### src/rtl/core/plsc_pkg.sv
`default_nettype none
package plsc_pkg;
  localparam int LineCount = 48;
  localparam int LineW = 6;
  localparam int PinMax = 16'hFFFF;

  localparam logic [3:0] FnRead = 4'd0;
  localparam logic [3:0] FnWrite = 4'd1;
  localparam logic [3:0] FnAlloc = 4'd2;
  localparam logic [3:0] FnPinSec = 4'd3;
  localparam logic [3:0] FnUnpinSec = 4'd4;
  localparam logic [3:0] FnPinLine = 4'd5;
  localparam logic [3:0] FnUnpinLine = 4'd6;
  localparam logic [3:0] FnFree = 4'd7;
  localparam logic [3:0] FnFlush = 4'd8;

  localparam logic [2:0] StDone = 3'd0;
  localparam logic [2:0] StFilled = 3'd1;
  localparam logic [2:0] StFull = 3'd2;
  localparam logic [2:0] StAbsent = 3'd3;
  localparam logic [2:0] StMisuse = 3'd4;
endpackage
`default_nettype wire

### src/rtl/core/plsc_scan.sv
`default_nettype none
// one line entry per cycle while en_i is high: hit search, free search and lru compare
module plsc_scan (
  input  wire logic                      clk_i,
  input  wire logic                      rst_ni,
  input  wire logic                      clear_i,
  input  wire logic                      en_i,
  input  wire logic [plsc_pkg::LineW-1:0] idx_i,
  input  wire logic                      valid_i,
  input  wire logic                      tag_eq_i,
  input  wire logic                      pinned_i,
  input  wire logic [63:0]               use_i,
  output logic                           hit_o,
  output logic [plsc_pkg::LineW-1:0]     hit_idx_o,
  output logic                           lofree_o,
  output logic [plsc_pkg::LineW-1:0]     lofree_idx_o,
  output logic                           hifree_o,
  output logic [plsc_pkg::LineW-1:0]     hifree_idx_o,
  output logic                           lru_o,
  output logic [plsc_pkg::LineW-1:0]     lru_idx_o
);
  import plsc_pkg::*;
  logic [63:0] best_q;

  always_ff @(posedge clk_i or negedge rst_ni) begin
    if (!rst_ni) begin
      hit_o <= 1'b0; lofree_o <= 1'b0; hifree_o <= 1'b0; lru_o <= 1'b0;
      hit_idx_o <= '0; lofree_idx_o <= '0; hifree_idx_o <= '0; lru_idx_o <= '0;
      best_q <= '0;
    end else if (clear_i) begin
      hit_o <= 1'b0; lofree_o <= 1'b0; hifree_o <= 1'b0; lru_o <= 1'b0;
    end else if (en_i) begin
      if (valid_i && tag_eq_i && !hit_o) begin
        hit_o <= 1'b1; hit_idx_o <= idx_i;
      end
      if (!valid_i) begin
        hifree_o <= 1'b1; hifree_idx_o <= idx_i;
        if (!lofree_o) begin
          lofree_o <= 1'b1; lofree_idx_o <= idx_i;
        end
      end
      // free lines enter the compare too, but lru is used only when no line is free
      if (!pinned_i && (!lru_o || use_i < best_q)) begin
        lru_o <= 1'b1; lru_idx_o <= idx_i; best_q <= use_i;
      end
    end
  end
endmodule
`default_nettype wire

### config.mk
export PLATFORM = sky130hd
export DESIGN_NAME = plsc_scan
export DESIGN_NICKNAME = d
export VERILOG_FILES = /design/src/rtl/core/plsc_pkg.sv /design/src/rtl/core/plsc_scan.sv
export SDC_FILE = /design/constraint.sdc
export NUM_CORES = 1
export LEC_CHECK = 0
export ABC_AREA = 0
export BUFFER_PORTS_ARGS = -buffer_cell sky130_fd_sc_hd__buf_2
export CORE_MARGIN = 2
export CORE_UTILIZATION = 57
export CTS_BUF_LIST = sky130_fd_sc_hd__clkbuf_8
export CTS_CLUSTER_DIAMETER = 80
export DETAILED_ROUTE_END_ITERATION = 10
export GPL_TIMING_DRIVEN = 0
export PLACE_DENSITY = 0.82
export SYNTH_ARGS = -nofsm -noshare
export SYNTH_HDL_FRONTEND = slang
export SYNTH_SLANG_ARGS = --single-unit
### constraint.sdc
create_clock -name clk_i -period 3.82 [get_ports clk_i]
set_input_delay 0.573 -clock clk_i [delete_from_list [all_inputs] [get_ports clk_i]]
set_output_delay 0.573 -clock clk_i [all_outputs]
set_load 0.005 [all_outputs]
# After elaboration in Yosys (flattened, before gate mapping)
# Index checks and enable logic that the tools add are counted.
# totals
register_bits,91
out_inout_bits,28
word_cells,39
# classes
n_lt_le_gt_ge,1
n_eq_ne,1
mux,9
n_bitwise,3
n_reduce_logical,17
# op_table
operator,n
$lt 64x64->1,1
$mux 1,9
$reduce_and 3->1,3
$reduce_and 2->1,3
$reduce_bool 2->1,3
$reduce_and 4->1,1
$logic_and 1x1->1,3
$logic_not 1->1,3
$not 1->1,3
$ne 2x2->1 const B,1
$logic_or 1x1->1,1

# Logic depth before layout (Yosys ltp)
# logic_depth
word_depth,6
depth_mapped,10
depth_no_buf,9

# Worst setup path after synthesis
# OpenSTA, ideal clock, no wires.
# synth_timing
kind,input port to flip-flop
from,in use_i[14]
to,reg best_q[54]
setup_time_ns,0.125
t_arrival_ns,2.938
required_time_ns,3.695
path_slack_ns,0.756
cell_stages,9
path_cell_list,ha_1 -> nand4_1 -> or4_1 -> or4_1 -> nand4_1 -> a41oi_2 -> a21oi_4 -> buf_6 -> mux2_4
# synth_via
elab_chain_len,4
# synth_lines
element,line,rtl
from (decl),plsc_scan.sv:12,"input wire logic [63:0] use_i,"
$lt 64x64->1,plsc_scan.sv:43,if (!pinned_i && (!lru_o || use_i < best_q)) begin
$logic_or 1x1->1,plsc_scan.sv:43,
$logic_and 1x1->1,plsc_scan.sv:43,
$reduce_and 3->1 (no source line),n/a,
to (signal assigned),plsc_scan.sv:29,best_q <= '0;
to (signal assigned),plsc_scan.sv:44,lru_o <= 1'b1; lru_idx_o <= idx_i; best_q <= use_i;
to (decl),plsc_scan.sv:23,logic [63:0] best_q;
# Every way passes these cells.
# A chain may end at the register's enable or synchronous reset.

# Worst setup path in the final report
# layout_timing
from,reg best_q[61]
to,reg best_q[57]
# layout_via
elab_chain_len,4
# layout_lines
element,line
$lt 64x64->1,plsc_scan.sv:43
$logic_or 1x1->1,plsc_scan.sv:43
$logic_and 1x1->1,plsc_scan.sv:43
$reduce_and 3->1 (no source line),n/a
# Every way passes these cells.

==> results.ini <==
[outcome]
status = finished, final reports clean

[timing]
rsz0062_at_grt = no
worstMarginPinSlew_ps = 931
slew_viol_final = 0
fmax_mhz = 298
fin_crit_ps = 3360
final.setup_skew_ps = 9.87
setup-tns-final_ps = 0
fin_ws_ps = 462
slew_headroom_pct = 37.5
fin_crit_sh_pct = 87.9
setup_violations = 0
final_hold_viol_count = 0

[synthesis]
yosys_warnings = 0
syn_area_per_cell_sq_um = 11.8
synth_fa_ha_area_share_pct = 15.6
synth_nets = 567
synth_xor_area_share_pct = 0
ys_types = 32
synth_simple_gate_area_share_pct = 5.84
syn_inst = 427
synth.mux.area_fraction_pct = 20.3
syn_area_sq_um = 5060
synth_top_family_by_area = multiplexers
synth_seq_cells = 91
synth_compound_area_share_pct = 6.80
ys_seq_area_share_pct = 45.0

[power]
vdd_drop_max_uv = 319
total_power_uw = 3450
p_leak_uw = 0.00312
powerDensity_nw_per_um2 = 574

[clock_network]
clk_pin_slew_ps = 90
postCtsSetupBuffers = 0
clkLatencyLatePin_ps = 350
cts_hold_buf = 0
cts_tree = yes
cts_buffers = 9
h-tree-depth = 3
cts-root-buf = clkbuf_8
clockBufferDepth = 2
post_cts_resized = 0
cts.sinks = 91

[detailed_routing]
drc = 0
drt-pass1-iter-count = 4
drtIter0Drc = 134
vias = 3479
viasPerCell = 5.30
wl_microns = 9850
ant_nets = 0
routedWlPerCell_microns = 15.0

[die]
core_area_sq_um = 8680
die_x_microns = 98.2
die_h_microns = 98.2
start_util_pct = 58.3
die_area_sq_um = 9650
io_pins = 105
row_count = 34

[cells_and_area]
syn_to_final_growth_pct = 18.8
diodes = 0
drive_gt1_share_pct = 39.1
nNetsFinal = 683
final_util_pct = 69.2

[worst_setup_path]
r2r-start = best_q[61]
cp.required_ps = 4050
cp_num_buf_inv = 2
slowest_delay_ps = 530
cp_max_fo = 10
r2r_end = best_q[57]
start_kind = register
critPathCaptureType = register
crit_chain = inv_1 -> ha_1 -> nand4_1 -> or3_2 -> nor3_1 -> a21boi_0 -> a41oi_2 -> a21oi_4 -> buf_6 -> mux2_4
critPathArrivalTime_ps = 3590
timing_worst_setup_path_type = register to register
crit_family = simple AND/OR/NAND/NOR gates
ff2ff_path_depth = 10
critPathSlowestCell = or3_2
r2r_slack_ps = 460

[min_path]
hold_path.class = primary input to async pin

[grt]
antenna_found_initial = 0
grt.overflow.total = 0
grt_first_pass_wirelength_microns = 17100
grt_pass1_vias = 3842
grt_max_degree = 49
grt_use_total_pct = 21.8

[place]
dp_slack_ps = 205
dp_hpwl_microns = 7630
gp_congestion = 0.780
port_buffers = 104

[flow_run]
maxCapViolCount = 0

how the worst max path moves through the flow:
stage | slack [ps] | depth (start not counted) | start | endpoint
after global routing | 290 | 10 | best_q[43] | best_q[47]
after CTS | 400 | 10 | best_q[61] | best_q[2]
after global placement | 280 | 10 | use_i[63] | best_q[3]
after floorplan | 760 | 9 | use_i[14] | best_q[54]
after detailed placement | 210 | 10 | use_i[61] | best_q[2]
final | 460 | 10 | best_q[61] | best_q[57]
power breakdown:
part | leakage [uW] | switching [uW] | internal [uW]
registers | 0.00107 | 155 | 1270
logic | 0.00192 | 544 | 632
clock network | 0.000125 | 344 | 500
flip-flops by register name (all words and copies together) (netlist names):
name          cells
hifree_o          1
hit_idx_o         6
best_q           64
lru_o             1
lofree_idx_o      6
hit_o             1
lru_idx_o         6
hifree_idx_o      6
synth_stat cells (all sizes together):
cell	instances	share of area, %
or4	3	0.45
ha	63	16
inv	64	4.7
o211ai	1	0.15
o21a	2	0.30
or2	2	0.25
o21bai	1	0.15
nor4	1	0.12
nand4	10	1.2
a21boi	2	0.30
nor3	5	0.49
a2bb2oi	2	0.35
a221oi	2	0.35
dfrtp	91	45
or3	1	0.15
a41oi	1	0.32
nor2	9	0.67
and4	2	0.35
o21ai	8	0.79
a21oi	27	2.9
nand3	4	0.40
a21o	5	0.74
nand2	20	1.5
mux2	88	20
a2111oi	1	0.17
nand2b	2	0.25
buf	8	1.7
a211oi	2	0.30
metal layers:
layer  wire, microns  track usage (%)  up-vias
met5               0                0        -
met4             107             6.01        0
met3             541             5.01        9
met2            4920             39.4       82
met1            4280             26.1     1661
li1                -                -     1727
metrics by stage:
step	cell area (sq um)	hold WS [ps]	instances
2_1_floorplan	5060	277	427
3_3_place_gp	5720	470	639
3_5_place_dp	5750	479	640
4_1_cts	6010	220	656
5_1_grt	6010	238	656
6_report	6010	208	656
placed cells by master, fill, tap and decap left out, types with 3 or more instances in the layout:
cell | Yosys | routed
o21ai_0 | 8 | 8
nand4_1 | 10 | 10
clkbuf_8 | 0 | 9
mux2_1 | 8 | 8
ha_1 | 63 | 63
inv_1 | 64 | 64
or4_1 | 3 | 3
a21oi_1 | 26 | 26
nor2_1 | 9 | 9
dfrtp_1 | 91 | 91
mux2_2 | 70 | 70
nor3_1 | 5 | 5
bufinv_16 | 0 | 4
buf_2 | 0 | 103
nand2_1 | 20 | 20
buf_6 | 7 | 7
a21o_1 | 5 | 5
mux2_4 | 10 | 10
nand3_1 | 4 | 4
final cells by class:
class,count,area [sq um]
Clock buffer,9,124
Clock inverter,7,140
Sequential cell,91,2280
Inverter,64,240
Buffer,8,86.3
Multi-Input combinational cell,264,2460
Fill cell,656,2670
Tap cell,108,135
Timing Repair Buffer,105,551
cells by family after synthesis:
logic type,after synthesis
simple gates,59
fa+ha+maj,63
mux,88
flops,91
compound gates,54
buf+inv,72
Note: power is estimated with default switching activity, not from simulation.
